==> src/design/assert_macros.svh <==
`ifndef ASSERT_MACROS_SVH
`define ASSERT_MACROS_SVH

// Check a property on every clock edge outside reset.
`define ZKL_ASSERT(label, prop, msg) \
  label: assert property (@(posedge clk) disable iff (!rst_n) (prop)) else $error(msg);

// Same-cycle implication.
`define ZKL_IMPLY(label, ante, cons, msg) \
  label: assert property (@(posedge clk) disable iff (!rst_n) (ante) |-> (cons)) else $error(msg);

// Next-cycle implication.
`define ZKL_NEXT(label, ante, cons, msg) \
  label: assert property (@(posedge clk) disable iff (!rst_n) (ante) |=> (cons)) else $error(msg);

`endif

==> src/design/zkl_pkg.sv <==
`default_nettype none

package zkl_pkg;

  // Table layout
  localparam int PIECE_KINDS = 12;
  localparam int EP_BASE     = PIECE_KINDS * 64;
  localparam int CASTLE_BASE = EP_BASE + 8;
  localparam int SIDE_INDEX  = CASTLE_BASE + 16;
  localparam int TABLE_DEPTH = SIDE_INDEX + 1;
  localparam int IDX_W       = $clog2(TABLE_DEPTH);

  // Fixed field widths
  localparam int WORD_W   = 64;
  localparam int TIDX_W   = 10;
  localparam int PIECE_W  = 4;
  localparam int SQ_W     = 6;
  localparam int CASTLE_W = 4;

  typedef logic [IDX_W-1:0] tbl_idx_t;

  typedef enum logic [2:0] {
    OP_LOAD      = 3'd0,
    OP_CLEAR     = 3'd1,
    OP_PIECE     = 3'd2,
    OP_ENPASSANT = 3'd3,
    OP_CASTLING  = 3'd4,
    OP_SIDE      = 3'd5,
    OP_BITBOARD  = 3'd6,
    OP_READ      = 3'd7
  } opcode_t;

  // Controller to datapath
  typedef struct packed {
    logic cap;
    logic wr_en;
    logic clr;
    logic rd_single;
    logic scan_en;
    logic out_load;
  } ctrl_cmd_t;

  // Datapath to controller
  typedef struct packed {
    opcode_t op;
    logic    piece_ok;
    logic    idx_ok;
    logic    btm;
    logic    scan_last;
    logic    out_free;
  } dp_stat_t;

endpackage

`default_nettype wire

==> src/design/zkl_ctrl.sv <==
`default_nettype none

`include "assert_macros.svh"

module zkl_ctrl
  import zkl_pkg::*;
(
  input  wire logic      clk,
  input  wire logic      rst_n,
  input  wire logic      in_valid,
  output logic           in_stall,
  input  wire dp_stat_t  stat,
  output ctrl_cmd_t      cmd
);

  typedef enum logic [4:0] {
    ST_IDLE   = 5'b00001,
    ST_EXEC   = 5'b00010,
    ST_SCAN   = 5'b00100,
    ST_DRAIN  = 5'b01000,
    ST_FINISH = 5'b10000
  } state_t;

  state_t state_r, state_nxt;

  // Take an item only when idle and out of reset
  assign in_stall = (state_r != ST_IDLE) || !rst_n;

  // Sequence one item
  always_comb begin
    state_nxt = state_r;
    cmd       = '0;
    case (state_r)
      ST_IDLE: begin
        if (in_valid && rst_n) begin
          cmd.cap   = 1'b1;
          state_nxt = ST_EXEC;
        end
      end
      ST_EXEC: begin
        state_nxt = ST_DRAIN;
        case (stat.op)
          OP_LOAD:      cmd.wr_en     = stat.idx_ok;
          OP_CLEAR:     cmd.clr       = 1'b1;
          OP_PIECE:     cmd.rd_single = stat.piece_ok;
          OP_ENPASSANT: cmd.rd_single = 1'b1;
          OP_CASTLING:  cmd.rd_single = 1'b1;
          OP_SIDE:      cmd.rd_single = stat.btm;
          OP_BITBOARD: begin
            if (stat.piece_ok) begin
              state_nxt = ST_SCAN;
            end
          end
          default: ;
        endcase
      end
      ST_SCAN: begin
        cmd.scan_en = 1'b1;
        if (stat.scan_last) begin
          state_nxt = ST_DRAIN;
        end
      end
      ST_DRAIN: begin
        state_nxt = ST_FINISH;
      end
      ST_FINISH: begin
        if (stat.out_free) begin
          cmd.out_load = 1'b1;
          state_nxt    = ST_IDLE;
        end
      end
      default: begin
        state_nxt = ST_IDLE;
      end
    endcase
  end

  always_ff @(posedge clk) begin
    if (!rst_n) begin
      state_r <= ST_IDLE;
    end else begin
      state_r <= state_nxt;
    end
  end

  `ZKL_NEXT(a_accept_exec, in_valid && !in_stall, state_r == ST_EXEC, "accept did not start execution")
  `ZKL_NEXT(a_exec_once, state_r == ST_EXEC, state_r != ST_EXEC, "execute step repeated")
  `ZKL_NEXT(a_load_idle, cmd.out_load, state_r == ST_IDLE, "not idle after result load")

endmodule

`default_nettype wire

==> config.mk <==
export PLATFORM = sky130hd
export DESIGN_NAME = zkl_ctrl
export DESIGN_NICKNAME = d
export VERILOG_FILES = /design/src/design/zkl_pkg.sv /design/src/design/zkl_ctrl.sv
export VERILOG_INCLUDE_DIRS = /design/src /design/src/design
export SDC_FILE = /design/constraint.sdc
export NUM_CORES = 1
export LEC_CHECK = 0
export BUFFER_PORTS_ARGS = -buffer_cell sky130_fd_sc_hd__buf_2
export CORE_AREA = 5 5 42 44
export CTS_CLUSTER_DIAMETER = 100
export DETAILED_ROUTE_END_ITERATION = 12
export DIE_AREA = 0 0 47 49
export PLACE_DENSITY_LB_ADDON = 0.12
export SLEW_MARGIN = 20
export SYNTH_ARGS = -nofsm -noshare
export SYNTH_HDL_FRONTEND = slang
export SYNTH_SLANG_ARGS = --single-unit
==> constraint.sdc <==
create_clock -name clk -period 2.5 [get_ports clk]
set_input_delay 0.25 -clock clk [delete_from_list [all_inputs] [get_ports clk]]
set_output_delay 0.25 -clock clk [all_outputs]
set_load 0.05 [all_outputs]
Word level (Yosys, flattened, before mapping)
Index checks and enable logic that the tools add are counted.
{ "totals": {"romBits": 0, "ff_bits": 5, "mem_count": 0, "ramBits": 0, "input_bits": 11, "latchBits": 0, "output_inout_bits": 7} }
{ "op_classes": {"addsub": 0, "multipliers": 0, "shift": 0, "n_div": 0, "n_bitwise": 0, "muxes": 15, "n_lt_le_gt_ge": 0, "eq_ne": 15, "reduce_logical": 6} }
{ "op_table": {"columns": ["op", "count"], "rows": [
  ["case mux 5 bit (5 select lines)", 1],
  ["2-to-1 mux 5 bit", 4],
  ["== test 3 bit (second input constant)", 3],
  ["2-to-1 mux 1 bit", 7],
  ["== test 3 x 2 -> 1 bit (second input constant)", 2],
  ["inequality test 2 bit (second input constant)", 3],
  ["== test 5 x 1 -> 1 bit (second input constant)", 1],
  ["== test 5 x 2 -> 1 bit (second input constant)", 1],
  ["== test 5 x 3 -> 1 bit (second input constant)", 1],
  ["== test 5 x 4 -> 1 bit (second input constant)", 1],
  ["== test 5 bit (second input constant)", 1],
  ["inequality test 5 x 1 -> 1 bit (second input constant)", 1],
  ["2-to-1 mux 4 bit", 1],
  ["== test 3 x 1 -> 1 bit (second input constant)", 1],
  ["zero test 3 bit", 1],
  ["2-to-1 mux 3 bit", 1],
  ["case mux 1 bit (3 select lines)", 1],
  ["AND reduction 3 bit", 1],
  ["OR reduction 2 bit", 1],
  ["logical AND 1 bit", 1],
  ["zero test 1 bit", 1],
  ["logical OR 1 bit", 1]
]} }

Logic depth before layout (Yosys ltp)
{ "logic_depth": {"word_depth": 4, "mapped_depth": 5} }

Worst setup path after synthesis
No wires, ideal clock.
{ "synth_timing": {"path_kind": "reg-to-output", "start": "register state_r[4]", "end": "output cmd[3] (netlist bit)", "slack_ns": -0.119, "arrival_time_ns": 2.369, "path_stages_with_launch": 4, "t_required_ns": 2.250, "path_buffers": 0, "path_cell_list": "dfxtp_1 nor3_1 nand3b_1 nor4b_1"} }
{ "synth_rtl": {"columns": ["item", "line", "source"], "rows": [
  ["from (decl)", "zkl_ctrl.sv:24", "state_t state_r, state_nxt;"],
  ["from (signal assigned)", "zkl_ctrl.sv:82", "state_r <= state_nxt;"],
  ["to (decl)", "zkl_ctrl.sv:13", "output ctrl_cmd_t cmd"]
]} }

==> impl_metrics.xml <==
<?xml version="1.0" encoding="UTF-8"?>
<metrics>
  <group name="placement">
    <metric name="place.detailed.hpwl" unit="microns">717.3</metric>
    <metric name="dpl.cell_count" unit="">78</metric>
    <metric name="dpl-instance-area" unit="sq um">459.2</metric>
    <metric name="port_buffers" unit="">17</metric>
    <metric name="routabilityCongestion" unit="">0.6991</metric>
  </group>
  <group name="worst_setup_path">
    <metric name="critical_path.max_fanout" unit="">7</metric>
    <metric name="maximum_cell_stage_delay_along_the_critical_path" unit="ns">0.57</metric>
    <metric name="crit_path_end_kind" unit="">primary output</metric>
    <metric name="crit_type" unit="">flop to primary output</metric>
    <metric name="critPathLaunchType" unit="">flop</metric>
    <metric name="path_cells" unit="">or4b_4, or3b_4, nor2_1, buf_2</metric>
    <metric name="cp_data_arrival_time" unit="ns">1.93</metric>
    <metric name="cpMaxStageDelayCell" unit="">or4b_4</metric>
    <metric name="data_required_time_at_the_worst_endpoint" unit="ns">2.25</metric>
    <metric name="cp.buffers_inverters" unit="">1</metric>
    <metric name="path_delay_family" unit="">simple AND/OR/NAND/NOR gates</metric>
  </group>
  <group name="clocking">
    <metric name="clkLatencyLatePin" unit="ns">0.24</metric>
    <metric name="cts_inserted_buffers" unit="">3</metric>
    <metric name="cts_max_path_buffers" unit="">2</metric>
    <metric name="cts-root-buf" unit="">clkbuf_4</metric>
    <metric name="numClockSinks" unit="">5</metric>
    <metric name="postCtsResizedCells" unit="">0</metric>
    <metric name="clock_tree_from_tritoncts" unit="">done</metric>
    <metric name="ctsHoldBuffers" unit="">0</metric>
    <metric name="cts_setup_buffers" unit="">0</metric>
    <metric name="cts_htree_levels" unit="">1</metric>
    <metric name="clock_pin_slew_worst_setup_and_hold_paths" unit="ns">0.05</metric>
  </group>
  <group name="die">
    <metric name="fp.dieH" unit="microns">49</metric>
    <metric name="core-area" unit="sq mm">0.001401</metric>
    <metric name="floorplan.die_area" unit="sq mm">0.002303</metric>
    <metric name="floorplan.initialDensity" unit="%">24.82</metric>
    <metric name="dieWidth" unit="microns">47</metric>
    <metric name="boundaryPins" unit="">18</metric>
    <metric name="rows" unit="">14</metric>
  </group>
  <group name="timing">
    <metric name="slew_violations" unit="">0</metric>
    <metric name="worst-slew-pin-transition" unit="ns">0.3329</metric>
    <metric name="final-hold-violation-count" unit="">0</metric>
    <metric name="highest_achievable_clock_rate" unit="GHz">0.4590</metric>
    <metric name="period_minus_slack" unit="ns">2.179</metric>
    <metric name="setup_viol" unit="">0</metric>
    <metric name="max_slew_margin" unit="%">77.60</metric>
    <metric name="rsz0062_at_grt" unit="">no</metric>
    <metric name="holdWs" unit="ns">0.2570</metric>
    <metric name="clock-skew-final" unit="ns">0.005294</metric>
    <metric name="timing.final.crit_share" unit="%">87.15</metric>
  </group>
  <group name="yosys">
    <metric name="yosys.area_share.adder" unit="%">0</metric>
    <metric name="synth_enable_flop_cells" unit="">0</metric>
    <metric name="yosys_register_bits" unit="">5</metric>
    <metric name="synth-xor-area-share" unit="%">2.518</metric>
    <metric name="synth_flop_cell" unit="">dfxtp_1</metric>
    <metric name="syn_inst" unit="">45</metric>
    <metric name="ys_types" unit="">20</metric>
    <metric name="synth_simple_gate_area_share" unit="%">46.04</metric>
    <metric name="async_reset_ff_share" unit="%">0</metric>
    <metric name="syn_area_per_cell" unit="sq um">7.730</metric>
    <metric name="synth.net_count" unit="">56</metric>
    <metric name="post_synth_mux_area_share" unit="%">3.237</metric>
    <metric name="netlist_area" unit="sq um">347.8</metric>
    <metric name="largest_family_of_logic_cells_by_synthesized_area" unit="">simple AND/OR/NAND/NOR gates</metric>
    <metric name="complex_gate_fraction_of_the_synthesized_area" unit="%">16.19</metric>
    <metric name="seq_total_area_yosys" unit="%">28.78</metric>
    <metric name="syn_warnings" unit="">0</metric>
  </group>
  <group name="drt">
    <metric name="dr.pass1.iters" unit="">2</metric>
    <metric name="detailedRoute.firstIterationViolations" unit="">6</metric>
    <metric name="detail_route.drc_violations" unit="">0</metric>
    <metric name="route.final.wire_length" unit="microns">882</metric>
    <metric name="vias_per_cell" unit="">4.659</metric>
    <metric name="detailroute.via_count" unit="">382</metric>
    <metric name="average_routed_wire_per_standard_cell" unit="microns">10.76</metric>
    <metric name="antenna_nets_post_route" unit="">0</metric>
  </group>
  <group name="layout">
    <metric name="leading_registers_by_flop_count" unit="">state_r x5</metric>
    <metric name="insertedDiodeCount" unit="">0</metric>
    <metric name="ff_latch_area" unit="sq um">100.1</metric>
    <metric name="filler_cell_count" unit="">168</metric>
    <metric name="final_cells" unit="">82</metric>
    <metric name="regMostFlops" unit="">state_r</metric>
    <metric name="finish.net_count" unit="">78</metric>
    <metric name="flip_flop_count_of_the_largest_register_after_layout" unit="">5</metric>
    <metric name="area.growth.synth_to_final" unit="%">39.57</metric>
    <metric name="postLayoutCellArea" unit="sq um">485.5</metric>
    <metric name="drive_above_1_share" unit="%">37.88</metric>
    <metric name="multi_input_area" unit="sq um">242.7</metric>
  </group>
  <group name="pwr">
    <metric name="power.static_leakage" unit="nW">0.2371</metric>
    <metric name="proportion_of_power_drawn_by_the_clock_network" unit="%">38.7</metric>
    <metric name="switching_share" unit="%">29.46</metric>
    <metric name="share_seq_of_total_power" unit="%">36.8</metric>
    <metric name="max-vdd-ir-drop" unit="mV">0.3201</metric>
    <metric name="p_int" unit="uW">169.6</metric>
    <metric name="combinationalPowerShare" unit="%">24.5</metric>
    <metric name="p_switching" unit="uW">70.82</metric>
    <metric name="power-per-cell-area" unit="mW/mm^2">495.1</metric>
  </group>
  <group name="global_route">
    <metric name="grt_max_degree" unit="">8</metric>
    <metric name="grt-ovfl-total" unit="">0</metric>
    <metric name="grt_antenna_before_repair" unit="">0</metric>
    <metric name="total_global_routing_track_utilization" unit="%">9.296</metric>
    <metric name="via_count_of_the_first_global_routing_pass" unit="">342</metric>
    <metric name="grt_first_pass_wirelength" unit="microns">1518</metric>
  </group>
  <group name="flow_run">
    <metric name="maxCapViolCount" unit="">0</metric>
  </group>
  <group name="min_path">
    <metric name="worstHoldPathType" unit="">primary input to flop</metric>
  </group>
  <group name="status">
    <metric name="run_status" unit="">finished, final reports clean</metric>
  </group>
</metrics>
## area by class of cell
cell class / instances / area share [%]
inverter: 3 / 2.320
timing repair buffer: 17 / 17.53
clock buffer: 4 / 5.412
sequential: 5 / 20.62
multi-input combinational: 37 / 50.00
tap: 16 / 4.124
## final timing paths
| path | startpoint | end | slack (ns) | cells past startpoint |
|---|---|---|---|---|
| worst max-delay path | state_r[1] | cmd[5] | 0.32 | 4 |
| worst min-delay path | in_valid | state_r[1] | 0.26 | 3 |
| worst max register to register | state_r[1] | state_r[4] | 0.99 | 3 |
| worst min register to register | state_r[4] | state_r[0] | 0.65 | 2 |
## cells in the mapped netlist (2+ instances only)
cell type / n / area share, %
a21oi_1: 3 / 4.3
and3_1: 2 / 3.6
dfxtp_1: 5 / 29
inv_1: 3 / 3.2
nand2_1: 3 / 3.2
nand2b_1: 3 / 5.4
nand3b_1: 4 / 8.6
nor2_1: 6 / 6.5
nor3_1: 2 / 2.9
nor4_1: 2 / 3.6
o21ai_0: 3 / 4.3
## worst register-to-register path: cells and delay by family, from the launching register on
family	cells	cell delay (ns)
flip-flops	1	0.35
AO/OA/AOI/OAI	1	0.33
AND/OR/NAND/NOR	2	0.72
## cells by family after synthesis
group | after synthesis
xor+xnor | 1
buf+inv | 3
mux | 1
simple gates | 26
compound gates | 9
flops | 5
## layout by cell type (no fill, tap or decap), types with 2 or more instances in the layout
master    count
buf_2        17
nor2_1        6
dfxtp_1       5
nand3b_1      4
inv_1         3
nand2b_1      3
nand2_1       3
a21oi_1       3
o21ai_0       3
clkbuf_4      3
nor3_1        2
nor4_1        2
and3_1        2
## metrics by stage
step	util [%]	worst slack (ns)	total power, mW	TNS, ns
finish	34.64	0.3212	0.2404	0
global route	34.64	0.1887	0.2587	0
floorplan	-	-0.01293	0.1292	-0.01293
global placement	32.77	0.6046	0.1498	0
CTS	34.64	0.2990	0.2472	0
detailed placement	32.77	0.5771	0.1490	0
## routing by layer
metal  GRT usage [%]  part of all wire, %
met3           4.797                  3.2
met5               0                    0
met4           5.530                  1.4
met1           12.53                   49
met2           11.31                   46
## power by group through the flow
stage / Combinational, mW / Clock, mW / Sequential, mW
final: 0.0589 / 0.0931 / 0.0884
after global routing: 0.0646 / 0.105 / 0.0889
after CTS: 0.0594 / 0.0995 / 0.0883
after detailed placement: 0.0592 / 0 / 0.0898
after global placement: 0.0599 / 0 / 0.0899
after floorplan: 0.0406 / 0 / 0.0887
(Power assumes the default switching activity.)
